### config.mk
export PLATFORM = sky130hd
export DESIGN_NAME = led_script_sequencer_flat
export DESIGN_NICKNAME = d
export VERILOG_FILES = /design/src/rtl/core/lss_pkg.sv /design/src/rtl/core/lss_if.sv /design/src/rtl/core/lss_script_mem.sv /design/src/rtl/core/lss_seq.sv /design/src/rtl/core/led_script_sequencer.sv /design/src/flat_wrapper.sv
export SDC_FILE = /design/constraint.sdc
export NUM_CORES = 2
export LEC_CHECK = 0
export BUFFER_PORTS_ARGS = -buffer_cell sky130_fd_sc_hd__clkbuf_2
export CAP_MARGIN = 15
export CORE_ASPECT_RATIO = 1.1
export CORE_UTILIZATION = 60
export DETAILED_ROUTE_END_ITERATION = 8
export PLACE_DENSITY = 0.76
export SLEW_MARGIN = 15
export SYNTH_ARGS = -nofsm -noshare
export SYNTH_HDL_FRONTEND = slang
export SYNTH_HIERARCHICAL = 1
export SYNTH_SLANG_ARGS = --single-unit
### constraint.sdc
create_clock -name clk_i -period 8.7 [get_ports clk_i]
set_input_delay 0.435 -clock clk_i [delete_from_list [all_inputs] [get_ports clk_i]]
set_output_delay 0.435 -clock clk_i [all_outputs]
set_load 0.02 [all_outputs]
### src/rtl/core/lss_pkg.sv
`timescale 1ns / 1ps

package lss_pkg;

  localparam int unsigned NUM_CHANNELS_DEF = 3;
  localparam int unsigned SCRIPT_DEPTH_DEF = 256;
  localparam int unsigned MAX_STEPS_DEF    = 64;

  localparam int unsigned KIND_W = 2;
  localparam int unsigned CHAN_W = 2;
  localparam int unsigned ADDR_W = 8;
  localparam int unsigned LEN_W  = 9;
  localparam int unsigned BYTE_W = 8;
  localparam int unsigned OUT_W  = 3;

  localparam logic [KIND_W-1:0] KIND_TICK  = 2'd0;
  localparam logic [KIND_W-1:0] KIND_WRITE = 2'd1;
  localparam logic [KIND_W-1:0] KIND_START = 2'd2;

  localparam logic [BYTE_W-1:0] CMD_NOP     = 8'h00;
  localparam logic [BYTE_W-1:0] CMD_ON      = 8'h01;
  localparam logic [BYTE_W-1:0] CMD_OFF     = 8'h02;
  localparam logic [BYTE_W-1:0] CMD_DELAY   = 8'h03;
  localparam logic [BYTE_W-1:0] CMD_RESTART = 8'h04;
  localparam logic [BYTE_W-1:0] CMD_END     = 8'h05;

  typedef struct packed {
    logic              we;
    logic [ADDR_W-1:0] waddr;
    logic [BYTE_W-1:0] wdata;
    logic              re;
    logic [ADDR_W-1:0] raddr;
  } mem_req_t;

  typedef struct packed {
    logic [OUT_W-1:0] led_on;
    logic [OUT_W-1:0] channel_idle;
    logic [OUT_W-1:0] script_error;
    logic             start_taken;
  } result_t;

endpackage

### src/rtl/core/lss_if.sv
`timescale 1ns / 1ps

interface lss_in_if;
  logic                        valid;
  logic                        ready;
  logic [lss_pkg::KIND_W-1:0]  kind;
  logic [lss_pkg::CHAN_W-1:0]  channel;
  logic [lss_pkg::ADDR_W-1:0]  address;
  logic [lss_pkg::LEN_W-1:0]   script_length;
  logic [lss_pkg::BYTE_W-1:0]  data_byte;
  logic                        immediate;

  modport source (
    output valid, kind, channel, address, script_length, data_byte, immediate,
    input  ready
  );
  modport sink (
    input  valid, kind, channel, address, script_length, data_byte, immediate,
    output ready
  );
endinterface

interface lss_out_if;
  logic                       valid;
  logic                       ready;
  logic [lss_pkg::OUT_W-1:0]  led_on;
  logic [lss_pkg::OUT_W-1:0]  channel_idle;
  logic [lss_pkg::OUT_W-1:0]  script_error;
  logic                       start_taken;

  modport source (
    output valid, led_on, channel_idle, script_error, start_taken,
    input  ready
  );
  modport sink (
    input  valid, led_on, channel_idle, script_error, start_taken,
    output ready
  );
endinterface

### src/rtl/core/lss_script_mem.sv
`timescale 1ns / 1ps

module lss_script_mem #(
  parameter int unsigned SCRIPT_DEPTH = lss_pkg::SCRIPT_DEPTH_DEF
) (
  input  logic                        clk_i,
  input  lss_pkg::mem_req_t           mem_req_i,
  output logic [lss_pkg::BYTE_W-1:0]  rdata_o
);

  localparam int unsigned AW = $clog2(SCRIPT_DEPTH);

  logic [lss_pkg::BYTE_W-1:0] mem [SCRIPT_DEPTH];
  logic [lss_pkg::BYTE_W-1:0] rdata_q;

  always_ff @(posedge clk_i) begin
    if (mem_req_i.we) begin
      mem[mem_req_i.waddr[AW-1:0]] <= mem_req_i.wdata;
    end
  end

  always_ff @(posedge clk_i) begin
    if (mem_req_i.re) begin
      rdata_q <= mem[mem_req_i.raddr[AW-1:0]];
    end
  end

  assign rdata_o = rdata_q;

endmodule

### src/rtl/core/lss_seq.sv
`timescale 1ns / 1ps

module lss_seq #(
  parameter int unsigned NUM_CHANNELS = lss_pkg::NUM_CHANNELS_DEF,
  parameter int unsigned SCRIPT_DEPTH = lss_pkg::SCRIPT_DEPTH_DEF,
  parameter int unsigned MAX_STEPS    = lss_pkg::MAX_STEPS_DEF
) (
  input  logic                        clk_i,
  input  logic                        rst_ni,
  lss_in_if.sink                      in_i,
  output lss_pkg::mem_req_t           mem_req_o,
  input  logic [lss_pkg::BYTE_W-1:0]  mem_rdata_i,
  output logic                        res_valid_o,
  input  logic                        res_ready_i,
  output lss_pkg::result_t            res_o
);

  localparam int unsigned AW    = $clog2(SCRIPT_DEPTH);
  localparam int unsigned OW    = $clog2(SCRIPT_DEPTH + 1);
  localparam int unsigned SW    = $clog2(MAX_STEPS + 1);
  localparam int unsigned CW    = $clog2(NUM_CHANNELS + 1);
  localparam int unsigned IW    = (NUM_CHANNELS > 1) ? $clog2(NUM_CHANNELS) : 1;
  localparam int unsigned RES_W = lss_pkg::OUT_W;

  localparam logic [2:0] S_IDLE   = 3'd0;
  localparam logic [2:0] S_REDUCE = 3'd1;
  localparam logic [2:0] S_TICK   = 3'd2;
  localparam logic [2:0] S_FETCH  = 3'd3;
  localparam logic [2:0] S_EXEC   = 3'd4;
  localparam logic [2:0] S_DELAY  = 3'd5;
  localparam logic [2:0] S_RESULT = 3'd6;

  logic [2:0]                 state_q, state_d;
  logic [lss_pkg::KIND_W-1:0] kind_q;
  logic [lss_pkg::ADDR_W-1:0] acc_q;
  logic [lss_pkg::LEN_W-1:0]  len_q;
  logic [lss_pkg::BYTE_W-1:0] data_q;
  logic [CW-1:0]              cur_ch_q;
  logic                       taken_q;
  logic [NUM_CHANNELS-1:0]    err_q;
  logic [OW-1:0]              w_off_q;
  logic [AW-1:0]              w_addr_q;
  logic [SW-1:0]              steps_q;

  logic [AW-1:0]              base_q  [NUM_CHANNELS];
  logic [OW-1:0]              size_q  [NUM_CHANNELS];
  logic [OW-1:0]              off_q   [NUM_CHANNELS];
  logic [AW-1:0]              raddr_q [NUM_CHANNELS];
  logic [7:0]                 ticks_q [NUM_CHANNELS];
  logic [NUM_CHANNELS-1:0]    idle_q;
  logic [NUM_CHANNELS-1:0]    wait_q;
  logic [NUM_CHANNELS-1:0]    lit_q;

  logic [IW-1:0] ci;
  logic [3:0]    chan4;
  logic          start_ok;
  logic          acc_ge;
  logic [AW-1:0] acc_red;
  logic [OW-1:0] len_sat;
  logic [AW-1:0] addr_inc;
  logic          off_end;
  logic          steps_max;
  logic          tick_done;
  logic          chan_skip;
  logic          run_end;
  logic [2:0]    fin_state;

  assign ci        = cur_ch_q[IW-1:0];
  assign chan4     = 4'(in_i.channel);
  assign start_ok  = (in_i.kind == lss_pkg::KIND_START) && (chan4 < 4'(NUM_CHANNELS))
                     && (in_i.immediate || idle_q[chan4[IW-1:0]]);
  assign acc_ge    = 9'(acc_q) >= 9'(SCRIPT_DEPTH);
  assign acc_red   = acc_q[AW-1:0];
  assign len_sat   = (len_q > 9'(SCRIPT_DEPTH)) ? OW'(SCRIPT_DEPTH) : OW'(len_q);
  assign addr_inc  = (w_addr_q == AW'(SCRIPT_DEPTH - 1)) ? '0 : w_addr_q + AW'(1);
  assign off_end   = w_off_q >= size_q[ci];
  assign steps_max = steps_q == SW'(MAX_STEPS);
  assign tick_done = cur_ch_q == CW'(NUM_CHANNELS);
  assign chan_skip = idle_q[ci] || !wait_q[ci] || (ticks_q[ci] > 8'd1);
  assign fin_state = (kind_q == lss_pkg::KIND_TICK) ? S_TICK : S_RESULT;

  // memory port
  always_comb begin
    mem_req_o.we    = (state_q == S_REDUCE) && !acc_ge && (kind_q == lss_pkg::KIND_WRITE);
    mem_req_o.waddr = 8'(acc_red);
    mem_req_o.wdata = data_q;
    mem_req_o.re    = ((state_q == S_FETCH) && !steps_max && !off_end)
                      || ((state_q == S_EXEC) && (mem_rdata_i == lss_pkg::CMD_DELAY)
                          && !off_end);
    mem_req_o.raddr = 8'(w_addr_q);
  end

  always_comb begin
    state_d = state_q;
    run_end = 1'b0;
    unique case (state_q)
      S_IDLE: begin
        if (in_i.valid) begin
          unique case (in_i.kind)
            lss_pkg::KIND_TICK:  state_d = S_TICK;
            lss_pkg::KIND_WRITE: state_d = S_REDUCE;
            lss_pkg::KIND_START: state_d = start_ok ? S_REDUCE : S_RESULT;
            default:             state_d = S_RESULT;
          endcase
        end
      end
      S_REDUCE: begin
        if (!acc_ge) begin
          state_d = (kind_q == lss_pkg::KIND_WRITE) ? S_RESULT : S_FETCH;
        end
      end
      S_TICK: begin
        if (tick_done) begin
          state_d = S_RESULT;
        end else if (!chan_skip) begin
          state_d = S_FETCH;
        end
      end
      S_FETCH: begin
        if (steps_max || off_end) begin
          state_d = fin_state;
          run_end = 1'b1;
        end else begin
          state_d = S_EXEC;
        end
      end
      S_EXEC: begin
        unique case (mem_rdata_i)
          lss_pkg::CMD_NOP, lss_pkg::CMD_ON, lss_pkg::CMD_OFF, lss_pkg::CMD_RESTART: begin
            state_d = S_FETCH;
          end
          lss_pkg::CMD_DELAY: begin
            if (off_end) begin
              state_d = fin_state;
              run_end = 1'b1;
            end else begin
              state_d = S_DELAY;
            end
          end
          default: begin
            state_d = fin_state;
            run_end = 1'b1;
          end
        endcase
      end
      S_DELAY: begin
        state_d = fin_state;
        run_end = 1'b1;
      end
      S_RESULT: begin
        if (res_ready_i) begin
          state_d = S_IDLE;
        end
      end
      default: state_d = S_IDLE;
    endcase
  end

  always_ff @(posedge clk_i or negedge rst_ni) begin
    if (!rst_ni) begin
      state_q  <= S_IDLE;
      kind_q   <= lss_pkg::KIND_TICK;
      acc_q    <= '0;
      len_q    <= '0;
      data_q   <= '0;
      cur_ch_q <= '0;
      taken_q  <= 1'b0;
      err_q    <= '0;
      w_off_q  <= '0;
      w_addr_q <= '0;
      steps_q  <= '0;
      idle_q   <= '1;
      wait_q   <= '0;
      lit_q    <= '0;
      for (int i = 0; i < NUM_CHANNELS; i++) begin
        base_q[i]  <= '0;
        size_q[i]  <= '0;
        off_q[i]   <= '0;
        raddr_q[i] <= '0;
        ticks_q[i] <= '0;
      end
    end else begin
      state_q <= state_d;
      if (run_end && (kind_q == lss_pkg::KIND_TICK)) begin
        cur_ch_q <= cur_ch_q + CW'(1);
      end
      unique case (state_q)
        S_IDLE: begin
          if (in_i.valid) begin
            kind_q   <= in_i.kind;
            acc_q    <= in_i.address;
            len_q    <= in_i.script_length;
            data_q   <= in_i.data_byte;
            cur_ch_q <= (in_i.kind == lss_pkg::KIND_TICK) ? '0 : CW'(chan4);
            taken_q  <= start_ok;
            err_q    <= '0;
          end
        end
        S_REDUCE: begin
          if (acc_ge) begin
            acc_q <= acc_q - 8'(SCRIPT_DEPTH);
          end else if (kind_q == lss_pkg::KIND_START) begin
            base_q[ci]  <= acc_red;
            size_q[ci]  <= len_sat;
            ticks_q[ci] <= '0;
            idle_q[ci]  <= 1'b0;
            wait_q[ci]  <= 1'b0;
            w_off_q     <= '0;
            w_addr_q    <= acc_red;
            steps_q     <= '0;
          end
        end
        S_TICK: begin
          if (!tick_done) begin
            if (idle_q[ci] || !wait_q[ci]) begin
              cur_ch_q <= cur_ch_q + CW'(1);
            end else if (ticks_q[ci] > 8'd1) begin
              ticks_q[ci] <= ticks_q[ci] - 8'd1;
              cur_ch_q    <= cur_ch_q + CW'(1);
            end else begin
              ticks_q[ci] <= '0;
              wait_q[ci]  <= 1'b0;
              w_off_q     <= off_q[ci];
              w_addr_q    <= raddr_q[ci];
              steps_q     <= '0;
            end
          end
        end
        S_FETCH: begin
          if (steps_max || off_end) begin
            idle_q[ci]  <= 1'b1;
            wait_q[ci]  <= 1'b0;
            ticks_q[ci] <= '0;
            if (steps_max) begin
              err_q[ci] <= 1'b1;
            end
          end else begin
            w_off_q  <= w_off_q + OW'(1);
            w_addr_q <= addr_inc;
          end
        end
        S_EXEC: begin
          unique case (mem_rdata_i)
            lss_pkg::CMD_NOP: begin
              steps_q <= steps_q + SW'(1);
            end
            lss_pkg::CMD_ON: begin
              lit_q[ci] <= 1'b1;
              steps_q   <= steps_q + SW'(1);
            end
            lss_pkg::CMD_OFF: begin
              lit_q[ci] <= 1'b0;
              steps_q   <= steps_q + SW'(1);
            end
            lss_pkg::CMD_RESTART: begin
              w_off_q  <= '0;
              w_addr_q <= base_q[ci];
              steps_q  <= steps_q + SW'(1);
            end
            lss_pkg::CMD_DELAY: begin
              if (off_end) begin
                idle_q[ci]  <= 1'b1;
                wait_q[ci]  <= 1'b0;
                ticks_q[ci] <= '0;
                err_q[ci]   <= 1'b1;
              end else begin
                w_off_q  <= w_off_q + OW'(1);
                w_addr_q <= addr_inc;
              end
            end
            lss_pkg::CMD_END: begin
              idle_q[ci]  <= 1'b1;
              wait_q[ci]  <= 1'b0;
              ticks_q[ci] <= '0;
            end
            default: begin
              idle_q[ci]  <= 1'b1;
              wait_q[ci]  <= 1'b0;
              ticks_q[ci] <= '0;
              err_q[ci]   <= 1'b1;
            end
          endcase
        end
        S_DELAY: begin
          // zero delay taken as one tick
          ticks_q[ci] <= (mem_rdata_i == 8'd0) ? 8'd1 : mem_rdata_i;
          off_q[ci]   <= w_off_q;
          raddr_q[ci] <= w_addr_q;
          wait_q[ci]  <= 1'b1;
        end
        default: begin
        end
      endcase
    end
  end

  assign in_i.ready   = state_q == S_IDLE;
  assign res_valid_o  = state_q == S_RESULT;

  always_comb begin
    res_o.led_on       = RES_W'(lit_q);
    res_o.channel_idle = RES_W'(idle_q);
    res_o.script_error = RES_W'(err_q);
    res_o.start_taken  = taken_q;
  end

  a_idle_not_waiting: assert property (@(posedge clk_i) disable iff (!rst_ni)
    (idle_q & wait_q) == '0)
    else $error("idle channel marked waiting");

  a_steps_bound: assert property (@(posedge clk_i) disable iff (!rst_ni)
    steps_q <= SW'(MAX_STEPS))
    else $error("step counter past limit");

  a_mem_one_op: assert property (@(posedge clk_i) disable iff (!rst_ni)
    !(mem_req_o.we && mem_req_o.re))
    else $error("script memory read and write together");

  a_res_hold: assert property (@(posedge clk_i) disable iff (!rst_ni)
    res_valid_o && !res_ready_i |=> res_valid_o && $stable(res_o))
    else $error("result dropped or changed while stalled");

  a_ready_no_res: assert property (@(posedge clk_i) disable iff (!rst_ni)
    in_i.ready |-> !res_valid_o && !mem_req_o.re)
    else $error("item taken while previous still at work");

endmodule

### src/rtl/core/led_script_sequencer.sv
`timescale 1ns / 1ps
// one item at a time; a write reduces its address modulo SCRIPT_DEPTH, then goes to the output register
// a start runs its script on the shared fetch/execute loop, with a delay state for a delay byte
// a tick visits each channel in turn and does one such run for each channel that is due
// the next item is taken once the result has moved to the output register
// async active-low reset: all channels idle, leds off, script memory left uncleared

module led_script_sequencer #(
  parameter int unsigned NUM_CHANNELS = lss_pkg::NUM_CHANNELS_DEF,
  parameter int unsigned SCRIPT_DEPTH = lss_pkg::SCRIPT_DEPTH_DEF,
  parameter int unsigned MAX_STEPS    = lss_pkg::MAX_STEPS_DEF
) (
  input  logic       clk_i,
  input  logic       rst_ni,
  lss_in_if.sink     in_i,
  lss_out_if.source  out_o
);

  lss_pkg::mem_req_t           mem_req;
  logic [lss_pkg::BYTE_W-1:0]  mem_rdata;
  logic                        res_valid;
  logic                        res_ready;
  lss_pkg::result_t            res;
  lss_pkg::result_t            out_q;
  logic                        out_valid_q;

  lss_script_mem #(
    .SCRIPT_DEPTH(SCRIPT_DEPTH)
  ) u_mem (
    .clk_i    (clk_i),
    .mem_req_i(mem_req),
    .rdata_o  (mem_rdata)
  );

  lss_seq #(
    .NUM_CHANNELS(NUM_CHANNELS),
    .SCRIPT_DEPTH(SCRIPT_DEPTH),
    .MAX_STEPS   (MAX_STEPS)
  ) u_seq (
    .clk_i      (clk_i),
    .rst_ni     (rst_ni),
    .in_i       (in_i),
    .mem_req_o  (mem_req),
    .mem_rdata_i(mem_rdata),
    .res_valid_o(res_valid),
    .res_ready_i(res_ready),
    .res_o      (res)
  );

  // output item register
  assign res_ready = !out_valid_q || out_o.ready;

  always_ff @(posedge clk_i or negedge rst_ni) begin
    if (!rst_ni) begin
      out_valid_q <= 1'b0;
    end else if (res_valid && res_ready) begin
      out_valid_q <= 1'b1;
    end else if (out_o.ready) begin
      out_valid_q <= 1'b0;
    end
  end

  always_ff @(posedge clk_i) begin
    if (res_valid && res_ready) begin
      out_q <= res;
    end
  end

  assign out_o.valid        = out_valid_q;
  assign out_o.led_on       = out_q.led_on;
  assign out_o.channel_idle = out_q.channel_idle;
  assign out_o.script_error = out_q.script_error;
  assign out_o.start_taken  = out_q.start_taken;

endmodule

### src/flat_wrapper.sv
// flat-port wrapper written by rule: the top's interface ports become plain ports
module led_script_sequencer_flat 
#(
  parameter int unsigned NUM_CHANNELS = lss_pkg::NUM_CHANNELS_DEF,
  parameter int unsigned SCRIPT_DEPTH = lss_pkg::SCRIPT_DEPTH_DEF,
  parameter int unsigned MAX_STEPS    = lss_pkg::MAX_STEPS_DEF
)
  (clk_i, rst_ni, in_i_valid, in_i_kind, in_i_channel, in_i_address, in_i_script_length, in_i_data_byte, in_i_immediate, in_i_ready, out_o_valid, out_o_led_on, out_o_channel_idle, out_o_script_error, out_o_start_taken, out_o_ready);
  lss_in_if in_i_i ();
  lss_out_if out_o_i ();
  input  logic clk_i;
  input  logic rst_ni;
  input wire logic [$bits(in_i_i.valid)-1:0] in_i_valid;
  input wire logic [$bits(in_i_i.kind)-1:0] in_i_kind;
  input wire logic [$bits(in_i_i.channel)-1:0] in_i_channel;
  input wire logic [$bits(in_i_i.address)-1:0] in_i_address;
  input wire logic [$bits(in_i_i.script_length)-1:0] in_i_script_length;
  input wire logic [$bits(in_i_i.data_byte)-1:0] in_i_data_byte;
  input wire logic [$bits(in_i_i.immediate)-1:0] in_i_immediate;
  output wire logic [$bits(in_i_i.ready)-1:0] in_i_ready;
  output wire logic [$bits(out_o_i.valid)-1:0] out_o_valid;
  output wire logic [$bits(out_o_i.led_on)-1:0] out_o_led_on;
  output wire logic [$bits(out_o_i.channel_idle)-1:0] out_o_channel_idle;
  output wire logic [$bits(out_o_i.script_error)-1:0] out_o_script_error;
  output wire logic [$bits(out_o_i.start_taken)-1:0] out_o_start_taken;
  input wire logic [$bits(out_o_i.ready)-1:0] out_o_ready;
  assign in_i_i.valid = in_i_valid;
  assign in_i_i.kind = in_i_kind;
  assign in_i_i.channel = in_i_channel;
  assign in_i_i.address = in_i_address;
  assign in_i_i.script_length = in_i_script_length;
  assign in_i_i.data_byte = in_i_data_byte;
  assign in_i_i.immediate = in_i_immediate;
  assign in_i_ready = in_i_i.ready;
  assign out_o_valid = out_o_i.valid;
  assign out_o_led_on = out_o_i.led_on;
  assign out_o_channel_idle = out_o_i.channel_idle;
  assign out_o_script_error = out_o_i.script_error;
  assign out_o_start_taken = out_o_i.start_taken;
  assign out_o_i.ready = out_o_ready;
  led_script_sequencer #(.NUM_CHANNELS(NUM_CHANNELS), .SCRIPT_DEPTH(SCRIPT_DEPTH), .MAX_STEPS(MAX_STEPS)) u_core (.clk_i(clk_i), .rst_ni(rst_ni), .in_i(in_i_i), .out_o(out_o_i));
endmodule
==> reports/results.txt <==
Crit end category -> flop
Clk root buf -> clkbuf_16
Post-CTS setup buffers -> 0
Vias per inst -> 6.90
Layout cell share with drive strength beyond 1 -> 21.3%
TritonCTS clock tree -> yes
Drt first pass iters -> 8
Clock Path Buffers -> 3
Routed length per instance -> 31.8 µm
Worst path arrival time -> 5.22 ns
Crit path to -> u_core/u_mem/rdata_o[0]$_DFFE_PP_
Worst Setup SP -> u_core/u_seq/w_addr_q[0]$_DFFE_PN0P_
Leak -> 31.6 nW
Ant diodes -> 0
Register Area -> 67000 µm²
Fraction of the cycle the final worst path needs -> 53.4%
Final hold vios -> 0
Most frequent CP cell -> buf_4
R2r endpoint -> u_core/u_mem/rdata_o[0]$_DFFE_PP_
Die height -> 408 µm
Area of the multi-input gates -> 21400 µm²
Top FF cell, synth -> edfxtp_1
Cell Pwr Density -> 308 nW/µm²
Synth warnings -> 6
Slowest CP cell -> dfrtp_4
Worst Tran Pin Value -> 1.26 ns
Clock transition at the registers of the reported paths -> 0.07 ns
Fmax -> 0.215 GHz
Skew final -> 0.0401 ns
R2r setup slk -> 4.05 ns
Congestion Overflow GR -> 0
Synth async-reset ratio -> 8.66%
Status -> finished clean
Clock period minus worst slack -> 4.65 ns
Buf+Inv Stages, Crit Path -> 3
P&R area growth vs syn -> 9.89%
Min-Delay Path Class -> in2reg
Crit Path Max Fanout -> 65
Critical Path Stages -> 9
Mapped Cells -> 4718
Setup repair after global routing missed its margin -> false
Top cell type's share of synthesized area -> 68.9%
Die X -> 371 µm
Syn nets -> 4771
GRT Total Usage -> 29.4%
Core Area -> 149000 µm²
Dpl ws -> 4.03 ns
Number of synthesized register bits -> 2262
Vias post-DR -> 47811
FF-to-FF Start -> u_core/u_seq/w_addr_q[0]$_DFFE_PN0P_
Max Cap Viol -> 0
Final nets -> 4862
Drc violations -> 0
Max Slew Vio Count -> 0
Synth area leader -> edfxtp_1
Clk Latency, worst-skew pair -> 0.85 ns
Final WL -> 220000 µm
# clock sinks -> 2262
Sequential area share after synthesis -> 74.4%
Vias in the first global route -> 47160
Largest net degree at the start of global routing -> 211
# setup viols final -> 0
DP Wirelength -> 132000 µm
CP delay by family, top -> buffers and inverters
Post-route ant nets -> 0
Crit path kind -> reg2reg
Fillers -> 9298
Crit path cell chain -> buf_12, buf_4, buf_4, mux2i_1, o221ai_1, nand2_1, a21oi_1, nor4_1, nor4_2
Crit start category -> flop
Rel. slew slack -> 15.5%
Final worst slack -> 4.05 ns
Initial antenna violation count -> 5
Die area -> 152000 µm²
Num ports -> 46
Site Rows -> 148
Number of synthesized flops with an enable pin -> 2066
Routability cong. -> 0.925
Initial DRC count -> 6526
Register-to-Register Path Depth -> 9
Commonest cells post-synth -> edfxtp_1 (2066), mux4_2 (454), nor2_1 (337)
IO buf count -> 45
Cell Area, Synth -> 90000 µm²
Most frequent cell after synthesis -> edfxtp_1
First-pass GRT wire length -> 321000 µm
Critical Path RT -> 9.27 ns
Leading cell types by total area after synthesis -> edfxtp_1 (69%), mux4_2 (11%), dfrtp_1 (5.4%)
# H-tree levels -> 4
Yosys cell types -> 91
Cts bufs inserted -> 205
Setup TNS -> 0 ns
Worst VDD drop -> 252 µV
Critical path's largest stage delay -> 0.96 ns
Syn Area/Cell -> 19.1 µm²
Initial Utilization -> 60.6%
[how the worst min path moves through the flow]
stage,startpoint,end,slack (ns),depth (start not counted)
floorplan,rst_ni,u_core/out_o.valid$_DFFE_PN0P_,0.14,0
global placement,u_core/u_seq/taken_q$_DFFE_PN0P_,u_core/out_o.start_taken$_DFFE_PP_,0.43,0
detailed placement,u_core/u_seq/taken_q$_DFFE_PN0P_,u_core/out_o.start_taken$_DFFE_PP_,0.44,0
CTS,in_i_valid,u_core/u_seq/state_q[0]$_DFFE_PN0P_,0.09,5
global route,in_i_valid,u_core/u_seq/state_q[0]$_DFFE_PN0P_,0.14,5
finish,in_i_valid,u_core/u_seq/state_q[0]$_DFFE_PN0P_,0.16,5
[registers in the layout, indices dropped and copies added, names as in the netlist, 2 cells and up, named ones only]
name                       flops
u_core/out_o.channel_idle      3
u_core/out_o.led_on            3
u_core/out_o.script_error      3
u_core/u_mem/mem            2048
u_core/u_mem/rdata_o           8
u_core/u_seq/acc_q             8
u_core/u_seq/base_q           24
u_core/u_seq/ci                2
u_core/u_seq/data_q            8
u_core/u_seq/err_q             3
u_core/u_seq/kind_q            2
u_core/u_seq/len_q             9
u_core/u_seq/off_q            27
u_core/u_seq/raddr_q          24
u_core/u_seq/size_q           27
u_core/u_seq/state_q           3
u_core/u_seq/steps_q           7
u_core/u_seq/ticks_q          24
u_core/u_seq/w_addr_q          8
u_core/u_seq/w_off_q           9
[cells by family after synthesis]
| logic type | Yosys count | share of synthesized area (%) |
|---|---|---|
| flip-flops | 2262 | 74.4 |
| AND/OR/NAND/NOR | 782 | 4.02 |
| multiplexers | 736 | 14.7 |
| AO/OA/AOI/OAI | 606 | 4.59 |
| buffers and inverters | 305 | 1.96 |
| adder cells (fa/ha/maj) | 20 | 0.275 |
| XOR/XNOR | 7 | 0.0681 |
[layout by cell type, fill, tap and decap left out, types with 91 or more instances in the layout]
cell / synthesis / final
a21oi_1: 137 / 137
a22oi_1: 139 / 139
clkbuf_16: 0 / 208
dfrtp_1: 193 / 178
edfxtp_1: 2066 / 2066
mux2_2: 91 / 91
mux2i_1: 178 / 178
mux4_2: 454 / 454
nand2_1: 198 / 197
nor2_1: 337 / 334
[metrics by stage]
| stage | hold WS, ns | util [%] | total power, mW | instance area, µm² | cells |
|---|---|---|---|---|---|
| floorplan | 0.139 | - | 19.2 | 90000 | 4718 |
| global placement | 0.430 | 61.9 | 21.3 | 91900 | 6517 |
| detailed placement | 0.440 | 61.9 | 21.5 | 91900 | 6519 |
| CTS | 0.0894 | 66.6 | 30.5 | 98900 | 6932 |
| global route | 0.144 | 66.6 | 31.3 | 98900 | 6934 |
| finish | 0.162 | 66.6 | 30.5 | 98900 | 6934 |
[power by group]
group / leakage (nW) / internal [mW] / switching, mW
clock network: 3.29 / 5.07 / 3.93
registers: 21.4 / 13.5 / 0.672
logic: 6.93 / 2.47 / 4.85
total: 31.6 / 21.0 / 9.45
[area by class of cell]
cell class / instances / area share [%]
inverter: 19 / 0.0721
clock buffer: 247 / 5.44
tap: 1950 / 2.47
clock inverter: 135 / 1.33
sequential: 2262 / 67.7
multi-input combinational: 2151 / 21.6
timing repair buffer: 170 / 1.36
[worst reg2reg max path: stages, from the launching register on]
cell,delay (ns)
dfrtp_4,0.96
buf_12,0.52
buf_4,0.73
buf_4,0.49
mux2i_1,0.23
o221ai_1,0.18
nand2_1,0.11
a21oi_1,0.17
nor4_1,0.87
nor4_2,0.12
[layer usage]
layer	global-route usage [%]	vias up	share of wire, %
met5	0	-	0.025
met4	12.6	8	4.5
met3	5.73	543	11
met2	46.1	3072	48
met1	40.7	24785	36
li1	-	19403	-
[what timing repair did]
| item | in CTS | in global routing |
|---|---|---|
| hold buffers | 31 | 0 |
| resized for setup | 0 | 0 |
| hold endpoints to repair | 147 | 0 |
(Power assumes the default switching activity.)
